**src/design/ogcb_pkg.sv**
```systemverilog
// ----------------------------------------------------------------------------
// ogcb_pkg
// Shared types and constants of the overlapping grid cell binning core.
// ----------------------------------------------------------------------------
package ogcb_pkg;

    localparam int INDEX_W     = 20;
    localparam int ID_W        = 32;
    localparam int QUEUE_DEPTH = 4;

    typedef enum logic [2:0] {
        REG_WINDOW_X_MIN   = 3'd0,
        REG_WINDOW_Y_MIN   = 3'd1,
        REG_WINDOW_WIDTH_X = 3'd2,
        REG_WINDOW_WIDTH_Y = 3'd3,
        REG_CELL_WIDTH_X   = 3'd4,
        REG_CELL_WIDTH_Y   = 3'd5,
        REG_GRID_CELLS     = 3'd6,
        REG_CUTOFF         = 3'd7
    } cfg_index_t;

    typedef struct packed {
        logic [31:0] window_x_min;
        logic [31:0] window_y_min;
        logic [30:0] window_width_x;
        logic [30:0] window_width_y;
        logic [30:0] cell_width_x;
        logic [30:0] cell_width_y;
        logic [26:0] grid_cells;
        logic [30:0] cutoff_distance;
    } cfg_t;

    typedef struct packed {
        logic has_nbr;
        logic nbr_up;
    } band_t;

    typedef struct packed {
        logic [ID_W-1:0]    point_id;
        logic [INDEX_W-1:0] idx_nn;
        logic [INDEX_W-1:0] idx_nc;
        logic [INDEX_W-1:0] idx_cn;
        logic [INDEX_W-1:0] idx_cc;
        logic               has_x;
        logic               has_y;
    } bin_entry_t;

endpackage

```
**src/design/ogcb_back.sv**
```systemverilog
// ----------------------------------------------------------------------------
// ogcb_back
// Emitter: walks the cells of the queue head and drives the result
// output register, one cell per transfer.
// ----------------------------------------------------------------------------
module ogcb_back
    import ogcb_pkg::*;
(
    input  logic                clk,
    input  logic                rst_n,
    input  bin_entry_t          head,
    input  logic                empty,
    output logic                pop,
    output logic                out_valid,
    input  logic                out_stall,
    output logic [INDEX_W-1:0]  cell_index,
    output logic [ID_W-1:0]     point_tag,
    output logic                last_cell
);

    logic [1:0]          step_reg;
    logic [1:0]          step_next;
    logic                load;
    logic                is_last;
    logic [INDEX_W-1:0]  sel_index;

    logic                out_valid_reg;
    logic [INDEX_W-1:0]  cell_index_reg;
    logic [ID_W-1:0]     point_tag_reg;
    logic                last_cell_reg;

    assign load = !empty && (!out_valid_reg || !out_stall);
    assign pop  = load && is_last;

    always_comb
    begin
        case ({head.has_x, head.has_y})
            2'b11:
            begin
                is_last = (step_reg == 2'd3);
                case (step_reg)
                    2'd0:    sel_index = head.idx_nn;
                    2'd1:    sel_index = head.idx_nc;
                    2'd2:    sel_index = head.idx_cn;
                    default: sel_index = head.idx_cc;
                endcase
            end
            2'b10:
            begin
                is_last   = (step_reg == 2'd1);
                sel_index = (step_reg == 2'd0) ? head.idx_nc : head.idx_cc;
            end
            2'b01:
            begin
                is_last   = (step_reg == 2'd1);
                sel_index = (step_reg == 2'd0) ? head.idx_cn : head.idx_cc;
            end
            default:
            begin
                is_last   = 1'b1;
                sel_index = head.idx_cc;
            end
        endcase
    end

    always_comb
    begin
        step_next = step_reg;
        if (load)
        begin
            step_next = is_last ? 2'd0 : step_reg + 2'd1;
        end
    end

    always_ff @(posedge clk or negedge rst_n)
    begin
        if (!rst_n)
        begin
            step_reg      <= 2'd0;
            out_valid_reg <= 1'b0;
        end
        else
        begin
            step_reg <= step_next;
            if (load)
            begin
                out_valid_reg <= 1'b1;
            end
            else if (!out_stall)
            begin
                out_valid_reg <= 1'b0;
            end
        end
    end

    always_ff @(posedge clk)
    begin
        if (load)
        begin
            cell_index_reg <= sel_index;
            point_tag_reg  <= head.point_id;
            last_cell_reg  <= is_last;
        end
    end

    assign out_valid  = out_valid_reg;
    assign cell_index = cell_index_reg;
    assign point_tag  = point_tag_reg;
    assign last_cell  = last_cell_reg;

`ifndef SYNTHESIS
    a_step_holds_head: assert property (@(posedge clk) disable iff (!rst_n)
        (step_reg != 2'd0) |-> !empty)
        else $error("cell walk in progress without a queue head");

    a_step_advance: assert property (@(posedge clk) disable iff (!rst_n)
        (load && !is_last) |=> (step_reg == 2'($past(step_reg) + 2'd1)))
        else $error("cell walk step did not advance");

    a_point_continues: assert property (@(posedge clk) disable iff (!rst_n)
        (out_valid && !out_stall && !last_cell) |=> out_valid)
        else $error("point results broken off before last cell");

    a_tag_constant: assert property (@(posedge clk) disable iff (!rst_n)
        (out_valid && !out_stall && !last_cell) |=> (point_tag == $past(point_tag)))
        else $error("point tag changed within one point");
`endif

endmodule

```
**config.mk**
```make
export PLATFORM = sky130hd
export DESIGN_NAME = ogcb_back
export DESIGN_NICKNAME = d
export VERILOG_FILES = /design/src/design/ogcb_pkg.sv /design/src/design/ogcb_back.sv
export SDC_FILE = /design/constraint.sdc
export NUM_CORES = 1
export LEC_CHECK = 0
export ABC_AREA = 1
export BUFFER_PORTS_ARGS = -buffer_cell sky130_fd_sc_hd__buf_2
export CORE_MARGIN = 8
export CORE_UTILIZATION = 31
export DETAILED_ROUTE_END_ITERATION = 10
export GPL_TIMING_DRIVEN = 0
export SETUP_SLACK_MARGIN = 0.1
export SLEW_MARGIN = 40
export SYNTH_ARGS = -nofsm -noshare
export SYNTH_HDL_FRONTEND = slang
export SYNTH_SLANG_ARGS = --single-unit
```
**constraint.sdc**
```tcl
create_clock -name clk -period 1.9 [get_ports clk]
set_input_delay 0.19 -clock clk [delete_from_list [all_inputs] [get_ports clk]]
set_output_delay 0.19 -clock clk [all_outputs]
set_load 0.02 [all_outputs]
```
# Word level (Yosys, flattened, before mapping)
# Cells that the tools add are included.
[word_totals]
ff_bits = 56
output_inout_bits = 55
[classes]
add_sub_neg = 1
eq_ne = 7
n_mux = 8
reduce_logical = 8
[ops]
columns = ["operator", "count"]
rows = [
  ["20-bit one-hot mux with 3 select lines", 2],
  ["20-bit 2-to-1 mux", 2],
  ["2-bit equality test, second input constant", 4],
  ["2-bit by 1-bit equality test with 1-bit output, second input constant", 2],
  ["1-bit zero test", 3],
  ["2-bit by 1-bit adder with 2-bit output, second input constant", 1],
  ["1-bit logical AND", 2],
  ["2-bit zero test", 1],
  ["1-bit 2-to-1 mux", 2],
  ["2-bit 2-to-1 mux", 1],
  ["2-bit by 1-bit inequality test with 1-bit output, second input constant", 1],
  ["1-bit one-hot mux with 2 select lines", 1],
  ["2-bit OR reduction", 1],
  ["1-bit logical OR", 1],
]

# Logic depth before layout (Yosys ltp)
# Gate-level depths: netlist of run 1.
[depth]
ltp_word = 4
ltp_mapped = 11

# Least setup slack after synthesis of run 1
# No wires, ideal clock.
[synth_timing]
path_type = "reg2out"
startpoint = "register out_valid_reg, in the netlist out_valid"
endpoint = "output pop"
arrival_time_ns = 1.999
required_time_ns = 1.710
setup_slack_ns = -0.289
path_stages_with_launch = 6
cell_sequence = "dfrtp_1 nand2_1 nand2_1 inv_1 nand2_1 inv_1"
[synth_between]
elab_chain_len = 4
[synth_rtl]
columns = ["element", "line", "source"]
rows = [
  ["start: declaration", "ogcb_back.sv:27", "logic out_valid_reg;"],
  ["start signal: assignment", "ogcb_back.sv:80", "out_valid_reg <= 1'b0;"],
  ["start signal: assignment", "ogcb_back.sv:87", "out_valid_reg <= 1'b1;"],
  ["start signal: assignment", "ogcb_back.sv:91", "out_valid_reg <= 1'b0;"],
  ["1-bit zero test", "ogcb_back.sv:32", "assign load = !empty && (!out_valid_reg || !out_stall);"],
  ["1-bit logical OR", "ogcb_back.sv:32", ""],
  ["1-bit logical AND", "ogcb_back.sv:32", ""],
  ["via load", "ogcb_back.sv:23", "logic load;"],
  ["1-bit logical AND", "ogcb_back.sv:33", "assign pop = load && is_last;"],
  ["end: declaration", "ogcb_back.sv:13", "output logic pop,"],
]
# The timed path passes the listed nets, and every way through them passes these cells.

# Final worst setup path of run 1
[layout_timing]
startpoint = "register step_reg[0]"
endpoint = "output pop"
[layout_between]
elab_chain_len = 3
elab_cells_between_ends = 4
[layout_rtl]
columns = ["element", "line", "source"]
rows = [
  ["start: declaration", "ogcb_back.sv:21", "logic [1:0] step_reg;"],
  ["start signal: assignment", "ogcb_back.sv:84", "step_reg <= step_next;"],
  ["2-bit by 1-bit equality test with 1-bit output / 2-bit equality test (equally long branches)", "ogcb_back.sv:50, ogcb_back.sv:55, ogcb_back.sv:40", ""],
  ["1-bit one-hot mux with 2 select lines (*)", "ogcb_back.sv:37", "case ({head.has_x, head.has_y})"],
  ["via is_last", "ogcb_back.sv:24", "logic is_last;"],
  ["1-bit logical AND (*)", "ogcb_back.sv:33", ""],
]
# Mark *: on every way through the listed nets, which the timed path passes. The rest lies on a longest branch.

==> results_dict.tcl, run 1 <==
set metrics [dict create \
    outcome "complete, no violations" \
    post-dp-hpwl_um 9940 \
    clock_latency_ns 0.29 \
    portBuffers 172 \
    maxSlewHeadroom 0.710 \
    grt_use_total 0.147 \
    start_util 0.320 \
    startpoint "step_reg[0]" \
    synth_cell_types 13 \
    crit_type "reg -> out" \
    ys.flop_type "edfxtp_1" \
    worst_pin_slew_ns 0.435 \
    area_growth_pct 36.0 \
    dp_cells 852 \
    die_y_um 125 \
    reg2reg_depth 11 \
    combinationalPowerShare 0.482 \
    wl_met3_um 772 \
    clock_skew_ns 0.00475 \
    wl_um 11900 \
    startpoint_type "register" \
    dieArea_um2 15600 \
    synth_edf_count 53 \
    final_nets 847 \
    synth_cells 535 \
    synthTopCellsByArea "edfxtp_1 43%, nand2_1 34%, inv_1 7.3%" \
    hold_viol 0 \
    final.hold.worst_slack_ns 0.0652 \
    p_leak_nw 2.91 \
    p_int_mw 2.84 \
    ant_nets 0 \
    firstDrtPassIters 4 \
    crit_required_ns 1.71 \
    whs_path_depth 2 \
    synth_commonest_cells "329 x nand2_1, 71 x inv_1, 53 x edfxtp_1" \
    synth_area_per_cell_um2 6.86 \
    drive_above_1_share 0.304 \
    ys.warnings.count 0 \
    clockPowerShare 0.184 \
    fin_crit_sh 0.902 \
    fp.dieW_um 125 \
    hold-path-endpoint "out_valid" \
    n_antenna_cell 0 \
    antenna_found_initial 0 \
    synth_fp_nets 662 \
    met1Wirelength_um 5180 \
    min_period_ns 1.71 \
    power_density_nw_per_um2 933 \
    fill_cells 1210 \
    synth_area_um2 3670 \
    htree_levels 2 \
    drv_slew 0 \
    gr-total-overflow 0 \
    grt_pass1_vias 3758 \
    ys_async_sr_fraction 0.0536 \
    via_per_inst 4.36 \
    yosysSeqAreaShare 0.454 \
    routedWlPerCell_um 13.8 \
    rsz0062_at_grt "yes" \
    gp_congestion 0.896 \
    synth-seq-cells 56 \
    rows 39 \
    met2RoutedLength_um 5780 \
    largest_reg_flops 32 \
    max_freq_mhz 584 \
    swShare 0.391 \
    dr.max_layer_used "met4" \
    critPathMaxFanout 10 \
    grt_max_degree 29 \
    hp-class "in -> reg" \
    synth.most_common_cell "nand2_1" \
    seqPwrFrac 0.334 \
    clockBufferDepth 2 \
    cts-root-buf "clkbuf_16" \
    p_switching_mw 1.82 \
    ff2ff_setup_slack_ns 0.21 \
    grt_pass1_wl_um 19000 \
    clkSlewWorstSetupHoldPaths_ns 0.06 \
    pin_count 173 \
    cp.arrival_ns 1.52 \
    coreArea_um2 11500 \
    drtIter0Drc 289 \
    num_vias 3769 \
    endpoint_kind "primary output" \
    peakVddDrop_uv 667 \
    remaining_drc_errors 0 \
    yosysTopAreaCellShare 0.434 \
    min_from "empty" \
    cts_sinks 56 \
    cts_tree "done" \
    cts_buffers 5 \
    r2r-end "cell_index[17]" \
    fin_cells 864 \
    timing.rr.start "step_reg[0]" \
    yosysTopAreaCell "edfxtp_1" \
    finalSetupViolations 0 \
    drv_cap 0 \
]
[per-layer routing]
layer	global-route usage	up-vias
met1	0.176	1656
met5	0	-
met3	0.0340	10
met2	0.256	122
li1	-	1981
met4	0.0446	0
[power groups by stage]
stage / Clock (mW) / Sequential, mW / Combinational, mW
global placement: 0 / 1.58 / 2.10
detailed placement: 0 / 1.58 / 2.15
CTS: 0.889 / 1.55 / 2.21
finish: 0.856 / 1.56 / 2.24
floorplan: 0 / 1.71 / 1.36
global route: 0.941 / 1.57 / 2.52
[cell type report]
cell class	count	area [um2]	share of cell area
tap	143	179	0.0358
buffer	27	184	0.0368
timing repair buffer	178	948	0.190
clock buffer	5	125	0.0251
sequential	56	1670	0.334
inverter	71	270	0.0541
multi-input combinational	381	1600	0.321
clock inverter	3	13.8	0.00276
[timing repair]
action	CTS	global route
hold buffers	1	0
pin swaps	0	2
setup endpoints to repair	1	21
gates resized for setup	5	10
setup buffers	2	1
endpoints found under the hold margin	3	0
[kinds of logic after synthesis]
| kind of cell | Yosys count | share of synthesized area |
|---|---|---|
| AOI/OAI and AO/OA | 42 | 0.0576 |
| adders and majority gates | 9 | 0.0307 |
| buffers and inverters | 98 | 0.120 |
| DFF | 56 | 0.454 |
| and+or+nand+nor | 330 | 0.338 |
[through the flow]
stage	worst slack (ns)	setup TNS [ns]	total power [mW]	area [um2]	utilization
after global routing	0.0925	0	5.03	4990	0.435
after detailed placement	0.165	0	3.73	4770	0.416
after CTS	0.107	0	4.66	4960	0.433
final	0.187	0	4.66	4990	0.435
after global placement	-0.211	-6.24	3.68	4720	0.411
after floorplan	0.112	0	3.07	3680	-
[critical path, cell delays in order, from the launching register on]
cell,delay (ns)
dfrtp_2,0.46
ha_4,0.20
buf_6,0.14
nand2_2,0.09
nand3_4,0.09
nand2_2,0.08
inv_2,0.02
buf_2,0.15
[worst max-delay path by stage]
stage | endpoint | slack (ns) | depth (start not counted)
2_1_floorplan | pop | 0.11 | 5
3_3_place_gp | pop | -0.21 | 6
3_5_place_dp | pop | 0.16 | 8
4_1_cts | cell_index[19] | 0.11 | 10
5_1_grt | cell_index[7] | 0.09 | 11
6_report | pop | 0.19 | 7
[cells in the final DEF, fill, tap and decap left out, types with 2 or more instances in the layout]
cell type  instances
clkbuf_16          5
inv_1             67
clkinv_2           2
clkbuf_1           5
buf_16             2
clkbuf_4           2
dfrtp_2            2
a21oi_1           20
ha_1               7
edfxtp_1          53
nand2_1          326
nand2_2            3
buf_2            184
o21ai_1           19
inv_2              3
buf_4              3
buf_6              8
(Power assumes the default switching activity.)
==> run 2, diff against run 1 <==
--- a/config.mk
+++ b/config.mk
@@ -8,9 +8,10 @@
 export ABC_AREA = 1
 export BUFFER_PORTS_ARGS = -buffer_cell sky130_fd_sc_hd__buf_2
 export CORE_MARGIN = 8
-export CORE_UTILIZATION = 31
+export CORE_UTILIZATION = 43
 export DETAILED_ROUTE_END_ITERATION = 10
 export GPL_TIMING_DRIVEN = 0
+export PLACE_DENSITY = 0.78
 export SETUP_SLACK_MARGIN = 0.1
 export SLEW_MARGIN = 40
 export SYNTH_ARGS = -nofsm -noshare
==> run 2 against run 1 <==
Worst setup slack improved by 0.0091 ns. Sequential power about the same. Highest routed layer unchanged. Via count decreased by 0.19%.
==> results_dict.tcl, run 2 (same netlist as run 1, synthesis figures left out) <==
set metrics [dict create \
    outcome "complete, no violations" \
    fp.dieW_um 108 \
    timing.rr.start "step_reg[0]" \
    start_util 0.444 \
    p_leak_nw 2.90 \
    clkSlewWorstSetupHoldPaths_ns 0.10 \
    whs_path_depth 1 \
    peakVddDrop_uv 537 \
    critPathMaxFanout 10 \
    remaining_drc_errors 0 \
    clock_latency_ns 0.30 \
    wl_um 11400 \
    worst_pin_slew_ns 0.477 \
    final.hold.worst_slack_ns 0.0579 \
    dieArea_um2 11700 \
    final_nets 848 \
    rsz0062_at_grt "yes" \
    cpPeakStageDelay_ns 0.47 \
    cp_cell_sequence "ha_4 -> buf_6 -> nand2_2 -> nand3_2 -> nand2_1 -> inv_2 -> buf_2" \
    final_common_cell "nand2_1" \
    r2r-end "cell_index[9]" \
    final_cell_mix "327 x nand2_1, 183 x buf_2, 66 x inv_1, 53 x edfxtp_1" \
    reg2reg_depth 11 \
    drv_slew 0 \
    grt_pass1_vias 3699 \
    dpl_cell_area_um2 4720 \
    largest_reg_flops 32 \
    num_vias 3762 \
    maxSlewHeadroom 0.682 \
    critPathSlowestCell "dfrtp_2" \
    max_freq_mhz 587 \
    design_area_um2 4910 \
    grt_max_degree 24 \
    cts_buffers 5 \
    crit_required_ns 1.71 \
    clock_skew_ns 0.0128 \
    gp_congestion 0.910 \
    gr-total-overflow 0 \
    via_per_inst 4.55 \
    portBuffers 172 \
    area_growth_pct 33.9 \
    min_period_ns 1.70 \
    n_antenna_cell 0 \
    rows 33 \
    hp-class "in -> reg" \
    min_from "head[106]" \
    fin_util 0.595 \
    ant_nets 0 \
    cts_tree "done" \
    drv_cap 0 \
    total_power_mw 4.57 \
    coreArea_um2 8260 \
    cp.arrival_ns 1.51 \
    post-dp-hpwl_um 9280 \
    ff2ff_setup_slack_ns 0.21 \
    die_y_um 108 \
    endpoint_kind "primary output" \
    drive_above_1_share 0.301 \
    startpoint_type "register" \
    grt_use_total 0.187 \
    cts_sinks 56 \
    hold-path-endpoint "point_tag[24]" \
    hold_viol 0 \
    crit_type "reg -> out" \
    antenna_found_initial 0 \
    htree_levels 2 \
    clockBufferDepth 2 \
    pin_count 173 \
    power_density_nw_per_um2 929 \
    routedWlPerCell_um 13.7 \
    fin_crit_sh 0.897 \
    drtIter0Drc 273 \
    grt_pass1_wl_um 17900 \
    firstDrtPassIters 5 \
    cts-root-buf "clkbuf_8" \
    setup_tns_ns 0 \
    finalSetupViolations 0 \
]
-- run 2: final cells by class --
| type | instances | area (um2) |
|---|---|---|
| fill | 798 | 3340 |
| sequential | 56 | 1670 |
| multi-input combinational | 381 | 1590 |
| timing repair buffer | 179 | 953 |
| inverter | 71 | 270 |
| buffer | 27 | 196 |
| tap | 105 | 131 |
| clock buffer | 7 | 76.3 |
| clock inverter | 1 | 30.0 |
-- run 2: critical path, delay by kind of cell, from the launching register on --
family | cells | cell delay [ns]
adder cells (fa/ha/maj) | 1 | 0.19
buffers and inverters | 3 | 0.32
flip-flops | 1 | 0.47
AND/OR/NAND/NOR | 3 | 0.24
-- run 2: what timing repair did --
item                                   4_1_cts  5_1_grt
setup buffers                                2        1
setup endpoints to repair                    1       21
hold buffers                                 1        0
gates cloned                                 0        1
resized for setup                            6       13
endpoints found under the hold margin        3        0
pin swaps                                    0        5
-- run 2: per-stage QoR --
stage	std cells	worst slack, ns
final	827	0.196
after global routing	827	0.0946
after CTS	825	0.116
after detailed placement	814	0.160
after global placement	812	-0.160
after floorplan	535	0.112
-- run 2: how the worst max path moves through the flow --
stage	start	end	slack, ns
2_1_floorplan	out_valid	pop	0.11
3_3_place_gp	out_valid	pop	-0.16
3_5_place_dp	step_reg[0]	cell_index[10]	0.16
4_1_cts	step_reg[1]	pop	0.12
5_1_grt	step_reg[0]	cell_index[10]	0.09
6_report	step_reg[0]	pop	0.20
-- run 2: power breakdown --
part	leakage [nW]	switching [mW]	total, mW	internal, mW
combinational	2.31	1.41	2.27	0.865
sequential	0.543	0.0456	1.56	1.51
clock	0.0524	0.343	0.738	0.395
total	2.90	1.79	4.57	2.77
-- run 2: metal layers --
metal | up-vias | GRT usage | wire length [um]
met2 | 149 | 0.313 | 5400
li1 | 1989 | - | -
met1 | 1610 | 0.243 | 4930
met3 | 14 | 0.0268 | 841
met5 | - | 0 | 0
met4 | 0 | 0.0606 | 191
