**config.mk**
```make
export PLATFORM = sky130hd
export DESIGN_NAME = ogcb_fifo
export DESIGN_NICKNAME = d
export VERILOG_FILES = /design/src/design/ogcb_pkg.sv /design/src/design/ogcb_fifo.sv
export SDC_FILE = /design/constraint.sdc
export NUM_CORES = 1
export LEC_CHECK = 0
export BUFFER_PORTS_ARGS = -buffer_cell sky130_fd_sc_hd__buf_2
export CAP_MARGIN = 20
export CORE_MARGIN = 2
export CORE_UTILIZATION = 57
export DETAILED_ROUTE_END_ITERATION = 12
export MAX_ROUTING_LAYER = met4
export PLACE_DENSITY = 0.8
export SLEW_MARGIN = 25
export SYNTH_ARGS = -nofsm -noshare
export SYNTH_HDL_FRONTEND = slang
export SYNTH_SLANG_ARGS = --single-unit
```
**constraint.sdc**
```tcl
create_clock -name clk -period 4.2 [get_ports clk]
set_input_delay 0.21 -clock clk [delete_from_list [all_inputs] [get_ports clk]]
set_output_delay 0.21 -clock clk [all_outputs]
set_load 0.01 [all_outputs]
```
**src/design/ogcb_pkg.sv**
```systemverilog
// ----------------------------------------------------------------------------
// ogcb_pkg
// Shared types and constants of the overlapping grid cell binning core.
// ----------------------------------------------------------------------------
package ogcb_pkg;

    localparam int INDEX_W     = 20;
    localparam int ID_W        = 32;
    localparam int QUEUE_DEPTH = 4;

    typedef enum logic [2:0] {
        REG_WINDOW_X_MIN   = 3'd0,
        REG_WINDOW_Y_MIN   = 3'd1,
        REG_WINDOW_WIDTH_X = 3'd2,
        REG_WINDOW_WIDTH_Y = 3'd3,
        REG_CELL_WIDTH_X   = 3'd4,
        REG_CELL_WIDTH_Y   = 3'd5,
        REG_GRID_CELLS     = 3'd6,
        REG_CUTOFF         = 3'd7
    } cfg_index_t;

    typedef struct packed {
        logic [31:0] window_x_min;
        logic [31:0] window_y_min;
        logic [30:0] window_width_x;
        logic [30:0] window_width_y;
        logic [30:0] cell_width_x;
        logic [30:0] cell_width_y;
        logic [26:0] grid_cells;
        logic [30:0] cutoff_distance;
    } cfg_t;

    typedef struct packed {
        logic has_nbr;
        logic nbr_up;
    } band_t;

    typedef struct packed {
        logic [ID_W-1:0]    point_id;
        logic [INDEX_W-1:0] idx_nn;
        logic [INDEX_W-1:0] idx_nc;
        logic [INDEX_W-1:0] idx_cn;
        logic [INDEX_W-1:0] idx_cc;
        logic               has_x;
        logic               has_y;
    } bin_entry_t;

endpackage

```
**src/design/ogcb_fifo.sv**
```systemverilog
// ----------------------------------------------------------------------------
// ogcb_fifo
// Short queue of binned points between the front end and the emitter.
// ----------------------------------------------------------------------------
module ogcb_fifo
    import ogcb_pkg::*;
(
    input  logic        clk,
    input  logic        rst_n,
    input  logic        push,
    input  bin_entry_t  din,
    input  logic        pop,
    output bin_entry_t  dout,
    output logic        full,
    output logic        empty
);

    localparam int AW = $clog2(QUEUE_DEPTH);
    localparam int CNW = $clog2(QUEUE_DEPTH + 1);

    bin_entry_t         mem [QUEUE_DEPTH];
    logic [AW-1:0]      wr_ptr_reg;
    logic [AW-1:0]      rd_ptr_reg;
    logic [CNW-1:0]     cnt_reg;
    logic [CNW-1:0]     cnt_next;

    assign full  = (cnt_reg == CNW'(QUEUE_DEPTH));
    assign empty = (cnt_reg == '0);
    assign dout  = mem[rd_ptr_reg];

    always_comb
    begin
        cnt_next = cnt_reg;
        if (push && !pop)
        begin
            cnt_next = cnt_reg + CNW'(1);
        end
        else if (pop && !push)
        begin
            cnt_next = cnt_reg - CNW'(1);
        end
    end

    always_ff @(posedge clk or negedge rst_n)
    begin
        if (!rst_n)
        begin
            wr_ptr_reg <= '0;
            rd_ptr_reg <= '0;
            cnt_reg    <= '0;
        end
        else
        begin
            if (push)
            begin
                wr_ptr_reg <= wr_ptr_reg + AW'(1);
            end
            if (pop)
            begin
                rd_ptr_reg <= rd_ptr_reg + AW'(1);
            end
            cnt_reg <= cnt_next;
        end
    end

    always_ff @(posedge clk)
    begin
        if (push)
        begin
            mem[wr_ptr_reg] <= din;
        end
    end

endmodule

```
Yosys cells after proc, flatten, opt, wreduce, memory -nomap -nowiden
Memories as Yosys holds them, arrays and structs flattened.
Cells that the tools add are included.
- reductions and logical operators: 6
- add/sub/neg operators: 4
- muxes and demuxes: 4
- equality and inequality tests: 1
- operators with widths (operator ; number):
    2-to-1 mux 3 bit ; 2
    adder 2 x 1 -> 2 bit (second input constant) ; 2
    adder 3 x 1 -> 3 bit (second input constant) ; 1
    == test 3 bit (second input constant) ; 1
    zero test 3 bit ; 1
    subtractor 3 x 1 -> 3 bit (second input constant) ; 1
    logical AND 1 bit ; 2
    zero test 1 bit ; 2
    2-to-1 mux 1 bit ; 2
    nonzero test 2 bit ; 1
- input port bits: 118
- logic and storage cells: 19
- output and inout bits: 116
- register bits after elaboration: 7
- memories: 1
- RAM bits: 456
- memories (name ; depth ; bits a word ; read ports ; clocked after memory_dff ; wr ports ; RTL line ; text):
    mem ; 4 ; 114 ; 1 ; 0 ; 1 ; ogcb_fifo.sv:21 ; bin_entry_t mem [QUEUE_DEPTH];

Depth between registers and ports, before layout
Gate-level depths: netlist (run 1).
- depth after elaboration: 4
- mapped depth: 7
- depth with buffers taken out: 7

Worst setup path after synthesis (run 1)
OpenSTA, ideal clock, no wires.
- kind: reg2reg
- from: reg wr_ptr_reg[0]
- to: mem mem[2][0] in the netlist's numbering, enable pin
- arrival: 3.240 ns
- data required time: 3.714 ns
- path buffers: 0
- setup time: 0.486 ns
- clock period less this slack: 3.726 ns
- slack: 0.474 ns
- stages on the path, launching flop included: 4
- path through: dfrtp_1 inv_1 ha_1 and2_1
- RTL lines (element ; RTL line ; text):
    from (decl) ; ogcb_fifo.sv:22 ; logic [AW-1:0] wr_ptr_reg;
    from (signal assigned) ; ogcb_fifo.sv:56 ; wr_ptr_reg <= wr_ptr_reg + AW'(1);
    to (decl) ; ogcb_fifo.sv:21 ;
No word-level cell before the write port.

==> flow_summary_export.csv, run 1 <==
group,metric,value,unit
run_status,status,"complete, no violations",
synthesis,ys_warn_count,0,
route,via_count,7912,
power_and_ir_drop,peakVddDrop,510,µV
cts,postCtsSetupBuffers,0,
synthesis,synth_fp_nets,754,
worst_setup_path,cp_max_fo,65,
cts,holdBufCountCts,117,
route,wl_met1,12700,µm
final_layout,area_growth_syn_to_layout,24.7,%
final_layout,largest_reg_flops,456,
worst_setup_path,reg2regPathDepth,3,
global_route,grt_antenna_before_repair,2,
placed_design,dp_hpwl,18300,µm
route,drtIter0Drc,662,
floorplan,core_area,28900,µm²
global_route,grt_pass1_wl,49500,µm
timing,clock_skew,9.23,ps
route,ant_nets,0,
cts,clockRootBuffer,"clkbuf_16",
route,dr.pass1.iters,5,
route,viasPerCell,5.54,
power_and_ir_drop,power.density,666,nW/µm²
timing,finalHoldViolCount,0,
final_layout,layout_common_cells,"edfxtp_1, buf_2, dlygate4sd3_1, mux4_2, clkbuf_16",
route,highest_layer,"met4",
floorplan,num_rows,62,
worst_setup_path,cp_data_arrival_time,2640,ps
worst_setup_path,cp-end-kind,"output port",
route,drt-total-wl,32800,µm
worst_hold_path,worstHoldPathType,"input pin to async pin",
timing,fin_crit,2850,ps
floorplan,die_h,176,µm
cts,clk_path_buf_depth,3,
timing,tightestPinTransition,985,ps
placed_design,port-buffer-count,233,
cts,h-tree-depth,2,
worst_setup_path,regToRegSetupSlack,2050,ps
cts,postCtsResizedCells,0,
synthesis,ys_types,19,
synthesis,synth_top_area_cell,"edfxtp_1",
final_layout,final_common_cell,"edfxtp_1",
route,dr_wl_met3,1800,µm
global_route,grt_max_degree,81,
synthesis,synth_area,16800,µm²
placed_design,dp_cells,1234,
worst_setup_path,r2r_start,"wr_ptr_reg[0]",
placed_design,place_congestion,0.701,
global_route,grtUsageTotal,0.222,
cts,cts_tree,"done",
timing,slew_headroom,0.343,
timing,report.final.setup_viol,0,
power_and_ir_drop,leakage,0.00725,µW
cts,clkTransAtPathRegs,60,ps
global_route,grt_pass1_vias,8579,
synthesis,synth_top_area_share,0.814,
synthesis,netlist_top_cells_area,"edfxtp_1, mux4_2, dfrtp_1, buf_2, buf_6",
power_and_ir_drop,power,14000,µW
global_route,gr-total-overflow,0,
flow_run,drv_cap,0,
cts,cts_inserted_buffers,44,
synthesis,ys_ff_latch,463,
final_layout,fill_cells,1670,
timing,slew_violations,0,
floorplan,ios,234,
route,drc_errors,0,
timing,max_freq,351,MHz
final_layout,stdcell_count,1427,
timing,fin_setup_tns,0,ps
floorplan,die_area,30900,µm²
synthesis,yosysSeqAreaShare,0.825,
floorplan,start_util,0.583,
cts,cts.sinks,463,
cts,worstSkewPairLatency,520,ps
timing,min_period_over_period,0.678,
floorplan,die_width,176,µm
worst_setup_path,r2r-end,"mem[3][97]",
route,wl_per_cell,23.0,µm
synthesis,synth_cells,630,
final_layout,nets,1137,
final_layout,drive_above_1_share,0.407,
worst_setup_path,path_class,"register to output port",
worst_setup_path,critPathLaunchType,"register",
worst_setup_path,critPathRequiredTime,3990,ps
timing,rsz0062_at_grt,"no",
route,wl_met2,17600,µm
synthesis,synth_area_per_cell,26.7,µm²
where the power goes:
part | leakage [µW] | switching (µW) | internal [µW]
combinational | 0.00234 | 2000 | 1880
clock | 0.000643 | 1550 | 2060
sequential | 0.00427 | 430 | 6040
synth_stat cells:
cell	count
xor2_1	4
o21ai_0	1
mux2_2	1
mux4_2	114
nand2_1	2
nor2_1	1
buf_6	6
buf_2	14
edfxtp_1	456
nor3b_1	1
dfrtp_1	7
nor3_1	1
and2_1	4
clkbuf_1	5
ha_1	5
xnor2_1	2
inv_1	4
buf_4	1
fa_1	1
metrics by stage:
step                      hold slack [ps]  area, µm²  worst slack [ps]  utilization
after CTS                            27.2      21000              1350        0.727
after global placement               55.2      18500              1930        0.641
after global routing                 45.1      21000              1260        0.727
after detailed placement             54.2      18500              1910        0.641
final                                57.5      21000              1350        0.727
after floorplan                     -85.6      16800               474            -
final cells by class:
type                       instances  area, µm²  area share
sequential                       463      13900       0.662
clock inverter                    25        165     0.00788
antenna                            2       5.00    0.000239
inverter                           4       15.0    0.000716
clock buffer                      49       1140      0.0544
timing repair buffer             363       2510       0.120
tap                              384        480      0.0229
multi-input combinational        137       2780       0.132
worst max-delay path, stage by stage (launching register included):
cell and delay [ps]:
dfrtp_4 1070, buf_4 430, mux4_2 400, buf_2 170
cell families (layout without fill, tap and decap cells):
logic type / count (synthesis) / after routing / share of synthesized area
flip-flops: 463 / 463 / 0.825
multiplexers: 115 / 115 / 0.153
buffers and inverters: 30 / 441 / 0.0106
AND/OR/NAND/NOR: 9 / 9 / 0.00290
adder cells (fa/ha/maj): 6 / 6 / 0.00491
XOR/XNOR: 6 / 6 / 0.00313
AO/OA/AOI/OAI: 1 / 1 / 0.000297
other: 0 / 2 / 0
metal layers:
| layer | up-vias | global-route usage |
|---|---|---|
| met3 | 55 | 0.0439 |
| met4 | 0 | 0.0616 |
| met1 | 4106 | 0.270 |
| met2 | 260 | 0.383 |
| met5 | - | - |
| li1 | 3491 | - |
how the worst max path moves through the flow:
stage                     depth (start not counted)   endpoint     startpoint
after floorplan                                   3  mem[2][0]  wr_ptr_reg[0]
after global placement                            3  dout[101]  rd_ptr_reg[1]
after detailed placement                          3   dout[61]  rd_ptr_reg[1]
after CTS                                         3   dout[79]  rd_ptr_reg[1]
after global routing                              3   dout[67]  rd_ptr_reg[1]
final                                             3   dout[67]  rd_ptr_reg[1]
Note: power is estimated with default switching activity, not from simulation.
==> inputs of run 2 (changes only) <==
CORE_UTILIZATION = 51   (was 57)
PLACE_DENSITY = 0.76   (was 0.8)
clock period = 2.54 ns   (was 4.2 ns; I/O delays follow)
==> run 2 against run 1 <==
Net effect:
- power increased by 67%
- via count rose by 0.48%
- sequential share of layout area shrank 0.88 points
- worst hold slack gained 290 ps
- critical path type unchanged
==> flow_summary_export.csv, run 2 (same netlist as run 1, synthesis figures left out) <==
group,metric,value,unit
run_status,status,"complete, no violations",
worst_setup_path,cp_data_arrival_time,2130,ps
route,drtIter0Drc,554,
worst_setup_path,path_depth,4,
worst_setup_path,cpMostUsedCell,"buf_12",
timing,finalHoldViolCount,0,
timing,rsz0062_at_grt,"no",
power_and_ir_drop,power.density,1100,nW/µm²
worst_setup_path,critPathLaunchType,"register",
final_layout,largest_reg_flops,456,
global_route,gr-total-overflow,0,
final_layout,final_common_cell,"edfxtp_1",
cts,postCtsResizedCells,0,
floorplan,die_area,34400,µm²
final_layout,nets,1151,
route,dr.pass1.iters,5,
route,drt-total-wl,31700,µm
cts,worstSkewPairLatency,530,ps
power_and_ir_drop,leakage,0.00734,µW
timing,slew_headroom,0.689,
floorplan,core_area,32500,µm²
cts,cts.sinks,463,
global_route,grt_max_degree,68,
floorplan,start_util,0.517,
cts,h-tree-depth,2,
cts,cts_inserted_buffers,45,
worst_setup_path,cp_max_fo,31,
floorplan,ios,234,
worst_setup_path,critPathRequiredTime,2410,ps
worst_setup_path,cp-end-kind,"output port",
route,via_count,7950,
placed_design,port-buffer-count,233,
timing,tightestPinTransition,466,ps
global_route,grt_pass1_wl,47800,µm
timing,whs,352,ps
route,wl_per_cell,21.1,µm
power_and_ir_drop,peakVddDrop,840,µV
timing,slew_violations,0,
worst_hold_path,hold_path_depth,2,
timing,min_period_over_period,0.890,
flow_run,drv_cap,0,
route,viasPerCell,5.29,
cts,clkTransAtPathRegs,60,ps
placed_design,place_congestion,0.691,
floorplan,die_h,186,µm
route,ant_nets,0,
timing,clock_skew,16.7,ps
worst_hold_path,worstHoldPathType,"input pin to register",
worst_setup_path,crit_chain,"buf_12, buf_12, mux4_2, buf_2",
placed_design,dp_hpwl,18500,µm
worst_setup_path,cp_slowest_stage_delay,580,ps
worst_setup_path,path_class,"register to output port",
final_layout,layout_common_cells,"edfxtp_1, buf_2, dlygate4sd3_1, mux4_2, clkbuf_16",
floorplan,num_rows,66,
worst_setup_path,crit_family,"multiplexers",
final_layout,drive_above_1_share,0.408,
timing,report.final.setup_viol,0,
timing,fin_setup_tns,0,ps
final_layout,fill_cells,2144,
floorplan,die_width,186,µm
worst_setup_path,crit_buf_inv,3,
final_layout,area_growth_syn_to_layout,26.4,%
global_route,grt_pass1_vias,8585,
cts,clk_path_buf_depth,3,
route,drc_errors,0,
cts,clockRootBuffer,"clkbuf_16",
global_route,grtUsageTotal,0.190,
timing,max_freq,442,MHz
timing,fin_crit,2260,ps
cts,cts_tree,"done",
global_route,grt_antenna_before_repair,0,
worst_setup_path,crit_path_top_delay_cell,"mux4_2",
worst_setup_path,reg2regPathDepth,4,
[run 2: cell types whose count changed in the layout (fill, tap and decap cells not counted), moves of 2 or more]
cell / change
clkbuf_1: +14
bufinv_16: -2
buf_4: +4
clkinv_2: -4
clkinv_1: -5
buf_12: +8
clkbuf_16: +2
[run 2: metal layers]
layer | vias to the layer above | part of all wire | GRT usage
li1 | 3523 | - | -
met1 | 4150 | 0.41 | 0.238
met2 | 229 | 0.52 | 0.318
met3 | 48 | 0.056 | 0.0397
met4 | 0 | 0.019 | 0.0535
met5 | - | 0 | -
[run 2: repair_timing]
item,CTS,global route
endpoints found under the hold margin,467,0
hold buffers,118,0
buffers inserted,0,6
setup endpoints to repair,0,11
[run 2: worst register-to-register path: stages, from the launching register on]
cell,delay (ps)
dfrtp_1,430
inv_1,100
ha_1,150
and2_4,370
buf_12,320
[run 2: area by class of cell]
type,count,area (µm²),area share
clock inverter,14,75.1,0.00353
inverter,4,15.0,0.000706
tap,442,553,0.0260
clock buffer,65,1240,0.0585
timing repair buffer,376,2710,0.128
antenna,1,2.50,0.000118
sequential,463,13900,0.653
multi-input combinational,137,2780,0.131
[run 2: per-stage QoR]
stage                     power, µW  worst slack [ps]  cells  instance area (µm²)  utilization
after floorplan               14800              76.1    630                16800            -
after global placement        17200               626   1298                18700        0.574
after detailed placement      17400               623   1298                18700        0.574
after CTS                     23500              42.7   1495                21200        0.651
after global routing          24400               183   1501                21300        0.653
final                         23300               278   1502                21300        0.653
[run 2: where the power goes]
part / internal, µW / total [µW] / leakage [µW] / switching, µW
registers: 9990 / 10400 / 0.00427 / 396
logic: 3350 / 6970 / 0.00243 / 3620
clock network: 3400 / 5970 / 0.000640 / 2570
total: 16700 / 23300 / 0.00734 / 6590
[run 2: worst paths after layout]
path	slack, ps	from	end
worst max-delay path	280	rd_ptr_reg[0]	dout[71]
worst min-delay path	350	din[89]	mem[1][89]
worst max register to register	750	wr_ptr_reg[0]	mem[2][69]
worst min register to register	490	cnt_reg[2]	cnt_reg[2]
max in group asynchronous	1690	rst_n	rd_ptr_reg[0]
min in group asynchronous	570	rst_n	cnt_reg[2]
==> inputs of run 3 (changes only) <==
CORE_ASPECT_RATIO = 0.8   (was unset)
==> run 3 against run 2 <==
Net effect:
- setup slack got worse by 71 ps
- die area barely moved
- clock skew rose by 0.98 ps
- largest power group unchanged
- sequential share of layout area fell by 0.42 points
- register-to-register slack better by 60 ps
- via count grew 1.8%
- critical endpoint is now dout[17]
- worst hold slack got worse by 24 ps
- final area is 0.65% higher
- wire length increased by 4.5%
==> flow_summary_export.csv, run 3 (same netlist as run 1, synthesis figures left out) <==
group,metric,value,unit
route,drc_errors,0,
timing,finalHoldViolCount,0,
timing,rsz0062_at_grt,"no",
final_layout,final_common_cell,"edfxtp_1",
cts,cts.sinks,463,
timing,min_period_over_period,0.918,
worst_setup_path,crit_chain,"buf_4, mux4_2, buf_2",
final_layout,drive_above_1_share,0.416,
floorplan,start_util,0.518,
worst_setup_path,crit_buf_inv,2,
power_and_ir_drop,p_clk_frac,0.269,
final_layout,nets,1149,
cts,cts_inserted_buffers,44,
final_layout,area_growth_syn_to_layout,27.2,%
final_layout,multi_input_area,2780,µm²
route,dr.pass1.iters,5,
global_route,grtUsageTotal,0.202,
cts,cts_tree,"done",
worst_hold_path,worstHoldPathType,"input pin to register",
worst_setup_path,startpoint,"rd_ptr_reg[0]",
global_route,grt_pass1_wl,51300,µm
worst_setup_path,path_depth,3,
worst_setup_path,critPathRequiredTime,2410,ps
global_route,grt_antenna_before_repair,2,
timing,fin_setup_tns,0,ps
placed_design,place_congestion,0.715,
global_route,grt_pass1_vias,8860,
worst_setup_path,regToRegSetupSlack,810,ps
final_layout,fill_cells,2058,
power_and_ir_drop,p_int,17100,µW
floorplan,die_width,207,µm
cts,clockRootBuffer,"clkbuf_16",
cts,clk_path_buf_depth,3,
worst_setup_path,cp_slowest_stage_delay,640,ps
power_and_ir_drop,power.density,1120,nW/µm²
cts,h-tree-depth,2,
power_and_ir_drop,peakVddDrop,724,µV
timing,max_freq,429,MHz
cts,clkTransAtPathRegs,60,ps
flow_run,drv_cap,0,
route,drtIter0Drc,527,
final_layout,seqCellArea,13900,µm²
cts,worstSkewPairLatency,550,ps
worst_setup_path,r2r-end,"mem[2][89]",
timing,slew_headroom,0.632,
worst_setup_path,crit_family,"flip-flops",
final_layout,largest_reg_flops,456,
worst_setup_path,crit_path_top_delay_cell,"dfrtp_4",
timing,fin_crit,2330,ps
placed_design,port-buffer-count,233,
worst_setup_path,cp_data_arrival_time,2210,ps
power_and_ir_drop,p_seq_frac,0.439,
final_layout,layout_common_cells,"edfxtp_1, buf_2, dlygate4sd3_1, mux4_2, clkbuf_16",
placed_design,dp_hpwl,19100,µm
worst_setup_path,cp-end-kind,"output port",
timing,slew_violations,0,
timing,setup_ws,208,ps
placed_design,place_ws,626,ps
run_status,status,"complete, no violations",
floorplan,die_h,166,µm
global_route,grt_max_degree,57,
worst_setup_path,critPathLaunchType,"register",
route,ant_nets,0,
global_route,grtUsageMet3,0.0550,
route,wl_per_cell,22.3,µm
floorplan,num_rows,59,
worst_setup_path,reg2regPathDepth,4,
route,viasPerCell,5.45,
timing,tightestPinTransition,551,ps
route,via_count,8090,
floorplan,core_area,32500,µm²
timing,report.final.setup_viol,0,
worst_setup_path,r2r_start,"wr_ptr_reg[0]",
global_route,gr-total-overflow,0,
power_and_ir_drop,p_sw,6790,µW
timing,clock_skew,17.7,ps
worst_setup_path,cp_max_fo,12,
power_and_ir_drop,p_sw_frac,0.284,
power_and_ir_drop,leakage,0.00741,µW
global_route,use_met1,0.257,
worst_setup_path,crit_end,"dout[17]",
route,drt-total-wl,33100,µm
worst_setup_path,path_class,"register to output port",
floorplan,die_area,34400,µm²
global_route,use_met2,0.326,
global_route,busiest_layer,"met2",
floorplan,ios,234,
power_and_ir_drop,combPwrFrac,0.292,
==> run 3: worst min path at each step <==
stage / start / end / slack (ps) / cells past startpoint
after floorplan: rst_n / cnt_reg[0] / -170 / 0
after global placement: rst_n / cnt_reg[0] / -30 / 1
after detailed placement: rst_n / cnt_reg[2] / -30 / 1
after CTS: din[21] / mem[2][21] / 290 / 2
after global routing: din[36] / mem[1][36] / 330 / 2
final: din[88] / mem[0][88] / 330 / 2
==> run 3: final cells by class <==
type                    count  share of cell area
clock inverters            25              0.0120
multi-input cells         137               0.130
well taps                 427              0.0250
repair buffers            375               0.130
flip-flops and latches    463               0.649
inverters                   4            0.000702
diodes                      2            0.000234
clock buffers              52              0.0539
==> run 3: repair_timing <==
item	CTS	global route
hold buffers	118	0
gates resized for setup	0	0
endpoints found under the hold margin	467	0
setup endpoints to repair	2	0
setup buffers	1	0
==> run 3: per-layer routing <==
layer / part of all wire / vias to the layer above
met5: 0 / -
met2: 0.50 / 287
met4: 0.017 / 0
met3: 0.075 / 53
li1: - / 3521
met1: 0.41 / 4229
==> run 3: power groups by stage <==
stage               combinational (µW)  clock (µW)  sequential [µW]
global route                      7480        6860            10600
global placement                  6770           0            10600
finish                            6990        6440            10500
detailed placement                6840           0            10700
CTS                               7110        6550            10500
floorplan                         4350           0            10400
==> run 3: worst reg2reg max path, stage by stage, from the launching register on <==
cell	delay, ps
dfrtp_1	420
inv_1	100
ha_1	140
and2_4	370
buf_4	360
==> run 3: stage by stage <==
stage / hold WS, ps / cell area [µm²] / total power [µW] / std cells / util
finish: 328 / 21400 / 23900 / 1485 / 0.659
global route: 328 / 21400 / 25000 / 1485 / 0.659
CTS: 289 / 21400 / 24200 / 1483 / 0.658
global placement: -27.2 / 18800 / 17400 / 1287 / 0.578
detailed placement: -25.6 / 18800 / 17500 / 1287 / 0.578
floorplan: -169 / 16800 / 14800 / 630 / -
